**config.mk**
```make
export PLATFORM = sky130hd
export DESIGN_NAME = bcs_horner
export DESIGN_NICKNAME = d
export VERILOG_FILES = /design/src/bcs_pkg.sv /design/src/bcs_horner.sv
export SDC_FILE = /design/constraint.sdc
export NUM_CORES = 2
export LEC_CHECK = 0
export BUFFER_PORTS_ARGS = -buffer_cell sky130_fd_sc_hd__buf_2
export CAP_MARGIN = 0
export CORE_UTILIZATION = 35
export DETAILED_ROUTE_END_ITERATION = 16
export PLACE_DENSITY_LB_ADDON = 0.2
export SLEW_MARGIN = 10
export SYNTH_ARGS = -nofsm -noshare
export SYNTH_HDL_FRONTEND = slang
export SYNTH_SLANG_ARGS = --single-unit
export TNS_END_PERCENT = 20
```
**constraint.sdc**
```tcl
create_clock -name clk -period 24.6 [get_ports clk]
set_input_delay 6.15 -clock clk [delete_from_list [all_inputs] [get_ports clk]]
set_output_delay 6.15 -clock clk [all_outputs]
set_load 0.01 [all_outputs]
```
**src/bcs_pkg.sv**
```systemverilog
`timescale 1ns / 1ps

package bcs_pkg;

  // configuration register widths and reset values
  localparam int SAMPLE_COUNT_W = 7;
  localparam int T_STEP_W       = 16;
  localparam int CFG_IDX_W      = 1;
  localparam int CFG_DATA_W     = 16;

  localparam logic [SAMPLE_COUNT_W-1:0] SAMPLE_COUNT_RST = 7'd64;
  localparam logic [T_STEP_W-1:0]       T_STEP_RST       = 16'd1040;

  // register indexes on the config port
  localparam logic [CFG_IDX_W-1:0] REG_SAMPLE_COUNT = 1'b0;
  localparam logic [CFG_IDX_W-1:0] REG_T_STEP       = 1'b1;

  // curve parameter t, unsigned Q1.16 (0 .. 1.0)
  localparam int              T_FRAC = 16;
  localparam int              T_W    = 17;
  localparam logic [T_W-1:0]  T_ONE  = 17'h10000;

  // guard fraction bits kept below the coordinate lsb during evaluation
  localparam int GUARD = 8;

  // register stages of the per-axis evaluator
  localparam int HORNER_LAT = 7;

  typedef struct packed {
    logic valid;
    logic last;
  } ctl_t;

endpackage

```
**src/bcs_horner.sv**
```systemverilog
`timescale 1ns / 1ps

module bcs_horner #(
  parameter int CW = 20
) (
  input  logic                          clk,
  input  logic                          adv,
  input  logic signed [CW+3:0]          a,
  input  logic signed [CW+3:0]          b,
  input  logic signed [CW+3:0]          c,
  input  logic signed [CW-1:0]          p0,
  input  logic [bcs_pkg::T_W-1:0]       t,
  output logic signed [CW-1:0]          pt
);

  localparam int K    = CW + 4;
  localparam int SW   = CW + 15;
  localparam int TS_W = bcs_pkg::T_W + 1;
  localparam int PW   = SW + TS_W;
  localparam int RW   = SW - bcs_pkg::GUARD;
  localparam logic signed [RW-1:0] HI = {{(RW - CW + 1){1'b0}}, {(CW - 1){1'b1}}};
  localparam logic signed [RW-1:0] LO = ~HI;

  // drop the t fraction bits, round half up
  function automatic logic signed [SW-1:0] rnd_t(input logic signed [PW-1:0] m);
    logic signed [PW-1:0] r;
    r = m + (PW'(1) <<< (bcs_pkg::T_FRAC - 1));
    return r[SW+bcs_pkg::T_FRAC-1:bcs_pkg::T_FRAC];
  endfunction

  function automatic logic signed [SW-1:0] guard_ext(input logic signed [K-1:0] v);
    logic signed [SW-1:0] e;
    e = SW'(v);
    return e <<< bcs_pkg::GUARD;
  endfunction

  logic signed [SW-1:0] a_g, b_g, c_g, o_g;
  logic signed [SW-1:0] fin_r;
  logic signed [RW-1:0] fin;

  logic signed [PW-1:0] m1, m3, m5;
  logic signed [SW-1:0] s2, s4, s6;
  logic signed [K-1:0]  b1, c1, c2, c3;
  logic signed [CW-1:0] o1, o2, o3, o4, o5;
  logic [bcs_pkg::T_W-1:0] t1, t2, t3, t4;

  assign a_g = guard_ext(a);
  assign b_g = guard_ext(b1);
  assign c_g = guard_ext(c3);
  assign o_g = guard_ext(K'(o5));

  // final rounding off the guard bits
  assign fin_r = s6 + (SW'(1) <<< (bcs_pkg::GUARD - 1));
  assign fin   = fin_r[SW-1:bcs_pkg::GUARD];

  always_ff @(posedge clk) begin
    if (adv) begin
      // a*t
      m1 <= a_g * $signed({1'b0, t});
      b1 <= b;
      c1 <= c;
      o1 <= p0;
      t1 <= t;
      // + b
      s2 <= rnd_t(m1) + b_g;
      c2 <= c1;
      o2 <= o1;
      t2 <= t1;
      // * t
      m3 <= s2 * $signed({1'b0, t2});
      c3 <= c2;
      o3 <= o2;
      t3 <= t2;
      // + c
      s4 <= rnd_t(m3) + c_g;
      o4 <= o3;
      t4 <= t3;
      // * t
      m5 <= s4 * $signed({1'b0, t4});
      o5 <= o4;
      // + p0
      s6 <= rnd_t(m5) + o_g;
      // round and saturate
      if (fin > HI) begin
        pt <= HI[CW-1:0];
      end else if (fin < LO) begin
        pt <= LO[CW-1:0];
      end else begin
        pt <= fin[CW-1:0];
      end
    end
  end

endmodule

```
==> results summary <==
The run finished with clean final reports. Setup repair after global routing left no endpoint under its margin. For this block, the routed nets add up to between 150000 and 200000 um of wire. The max-slew violation count is 0. The via count of the routed design came out at 47.0k. The post-route fraction of the period consumed by the critical path came out at 50.3%. Clock tree synthesis inserted a total of 61 buffers. The placeable core region came out at roughly 210000 um2.

The count of mapped cells out of synthesis is between 7k and 8k. The mean cell area of the mapped netlist came out at 10.1 um2. The via count of the first global-routing pass came out at 52.0k.

The area of placed instances came out at 76700 um2. In the final timing run, aggregate negative setup slack is 0 ps. The final instance area is 78800 um2. The number of DRC violations after detailed routing came out at 0. In this run the count of I/O pins placed on the die edge is 131. The cell area that synthesis handed to floorplanning was 73100 um2. The post-cts repair resize count came out at 0. The number of buffers added to fix hold violations after cts is 0. TritonCTS built the clock tree. Global routing used 17.3% of the available tracks. The post-synthesis net count came out at roughly 9.3k. The CTS clock-pin slew for the worst setup and hold paths came out at 60 ps. The count of final hold-check violations came out at 0.

Setup violations remaining at the end of the flow were counted as 0. The worst setup path is captured at a register. The post-synthesis share of cell area spent on xor and xnor gates came out at 3.71%. Clock tree synthesis found a total of 489 sinks. The post-layout minimum cycle time is 12380 ps.

The setup path with the least slack is of type input port to register. The width of the chip came out at 459 um. The count of flip-flops with a built-in enable after synthesis is 489. Along the worst path, the maximum fanout reaches 25. The number of violations reported at the end of detailed-routing iteration 0 came out at 2195. The maximum achievable frequency came out at 80.8 MHz. The number of antenna violations at the first check in global routing is 4. After detailed routing, the number of vias per cell comes to about 4.7.

The worst hold slack came out at approximately 400 ps. After detailed routing, the average wire length per cell comes to 17.6 um. The HPWL reported at the end of detailed placement came out at 134000 um. Traced cell by cell, the critical path runs through buf_2 -> nand2_1 -> fa_1 -> fa_1 -> fa_1 -> inv_1 -> fa_1 -> fa_1 -> inv_1 -> fa_1 -> inv_1 -> ha_1 -> a21o_1 -> a21o_1 -> a21o_1 -> a21oi_1 -> nand3_1 -> a21oi_2 -> o31ai_1 -> and4_1 -> a2111oi_2 -> o21ai_1 -> xor2_1. The synthesized netlist devotes 3.82% of its cell area to compound gates.

The final antenna-violating net count is 0. After synthesis the netlist holds a flip-flop and latch count of just under 500. The delay of the slowest cell on the worst path is ~550 ps.

The starting utilization of the core area came out at approximately a third. The largest net degree at the start of global routing is 122. Setup slack on the critical path of the routed design comes to around 12000 ps. The clock latency of the later-clocked register in the worst-skew pair is 720 ps. The synthesized netlist devotes 13.8% of its cell area to simple gates. The fraction of final layout cells sized beyond drive strength 1 came out at 4.28%.

Data on the critical path is required at its endpoint by around 25000 ps. The number of iterations in the first detailed-routing pass is 5. The count of port buffers added during placement is 130. Of the synthesized area, sequential elements account for approximately 20%. The worst slew slack as a fraction of its limit is a little under a quarter. Clock tree synthesis selected as its root buffer the cell clkbuf_16. The global-route congestion overflow total is 0. The final setup skew is about 45 ps. The most common flop cell mapped by yosys is edfxtp_1. Multiplexer cells account for 0% of the synthesized area. The worst setup path is launched from an input port. After synthesis, the largest family of logic cells by area is adder cells. The synthesis-to-finish area growth is 7.74%. Max-cap violations in this run came to 0. The H-tree was split into 2 levels. The overall die area came out at 211000 um2. The congestion estimate from routability-driven global placement came to 0.822. For the pin with the worst max-slew slack, the measured transition is 1150 ps.

The number of warnings issued by yosys is 0. Among the stages of the critical path, the cell type that occurs most often is fa_1. The number of placement rows is roughly 170. Among all stages on the critical path, the largest delay is contributed by fa_1. From bottom edge to top edge, the die measures 459 um.

In the final design database the tool counted approximately 9.2k nets. The wire length of the first global-routing pass is 288000 um. After Yosys synthesis, full adders, half adders and majority gates account for 48.3% of the synthesized area. The maximum root-to-sink buffer count came out at 3. At the placement stage, the worst setup path has a slack of 11480 ps.

The post-CTS setup repair buffer count is 0. The fraction of registers with async set/reset came out at 0%. The tightest min-delay check is of the register to register type. STA puts the critical path data arrival time at ~13000 ps.

The number of unique standard cell types used by synthesis is 75.
## cell usage after synthesis (8+ instances only)
cell / instances / area (um2)
nor2_1: 134 / 503
xnor2_1: 218 / 1910
ha_1: 412 / 5150
o21a_1: 39 / 293
o21bai_1: 19 / 143
o21ai_1: 31 / 155
and3_1: 41 / 257
inv_1: 1746 / 6550
clkbuf_1: 253 / 950
xor2_1: 92 / 806
nor3_1: 35 / 175
and4_1: 18 / 158
a21o_1: 56 / 420
o211ai_1: 10 / 75.1
nand3_1: 67 / 335
nand2_1: 1045 / 3920
and2_1: 655 / 4100
nand2b_1: 8 / 50.1
a21oi_1: 116 / 581
fa_1: 1506 / 30100
a31oi_1: 12 / 75.1
o31ai_1: 8 / 60.1
o21ai_0: 47 / 235
edfxtp_1: 489 / 14700
a211oi_1: 14 / 105
nand4_1: 26 / 163
nor2b_1: 26 / 163
## sequential cells by signal, summed over array words and instances, names as in the netlist
register,count
b1,24
c1,24
c2,24
pt,20
c3,24
o4,20
o3,20
m5,36
s2,35
t4,17
s6,28
t2,17
o1,20
s4,35
t3,17
o2,20
m3,36
m1,35
o5,20
t1,17
## cell type report
type	count	area, um2
Clock inverter	44	574
Fill cell	20800	128000
Multi-Input combinational cell	4730	50900
Timing Repair Buffer	178	1030
Antenna cell	1	2.50
Sequential cell	489	14700
Inverter	1751	6570
Tap cell	2788	3490
Clock buffer	66	1550
## kinds of logic (layout without fill, tap and decap cells)
group / Yosys count / after routing
buffers and inverters: 2011 / 2039
AOI/OAI and AO/OA: 415 / 415
adders and majority gates: 1918 / 1918
and+or+nand+nor: 2087 / 2087
xor gates and xnor gates: 310 / 310
DFF: 489 / 489
other: 0 / 1
## stage by stage
step | cells | util (%)
global route | 10000 | 38.0
detailed placement | 9936 | 37.0
global placement | 9936 | 37.0
floorplan | 7230 | -
finish | 10000 | 38.0
CTS | 10000 | 38.0
## final timing paths
kind | startpoint | to | slack [ps] | cells after the start
worst max-delay path | t[3] | m1[45]$_DFFE_PP_ | 12220 | 23
worst min-delay path | o4[16]$_DFFE_PP_ | o5[16]$_DFFE_PP_ | 400 | 0
worst max register to register | t2[14]$_DFFE_PP_ | m3[50]$_DFFE_PP_ | 16910 | 23
worst min register to register | o4[16]$_DFFE_PP_ | o5[16]$_DFFE_PP_ | 400 | 0
## cells in the final DEF (no fill, tap or decap), drive strengths merged, types with 35 or more instances in the layout
| master | count |
|---|---|
| inv | 1753 |
| fa | 1506 |
| nand2 | 1045 |
| and2 | 655 |
| edfxtp | 489 |
| ha | 412 |
| xnor2 | 218 |
| buf | 178 |
| nor2 | 135 |
| a21oi | 119 |
| xor2 | 92 |
| o21ai | 80 |
| nand3 | 67 |
| clkbuf | 66 |
| a21o | 56 |
| and3 | 41 |
| o21a | 40 |
| nor3 | 35 |
## layer usage
layer,up-vias,GRT usage [%],wire length [um]
met3,185,1.91,7610
met1,24400,23.7,81200
li1,21500,-,-
met2,945,29.5,84800
met5,-,0,22
met4,4,3.57,3070
## worst max-delay path, delay by kind of cell
family	cells	cell delay [ps]
fa+ha+maj	7	3350
xor+xnor	1	170
simple gates	3	660
buf+inv	4	640
compound gates	8	1810
Power is left out: the tool's default activity adds up to more than one toggle a clock period on the data nets, which glitch-free logic cannot reach.
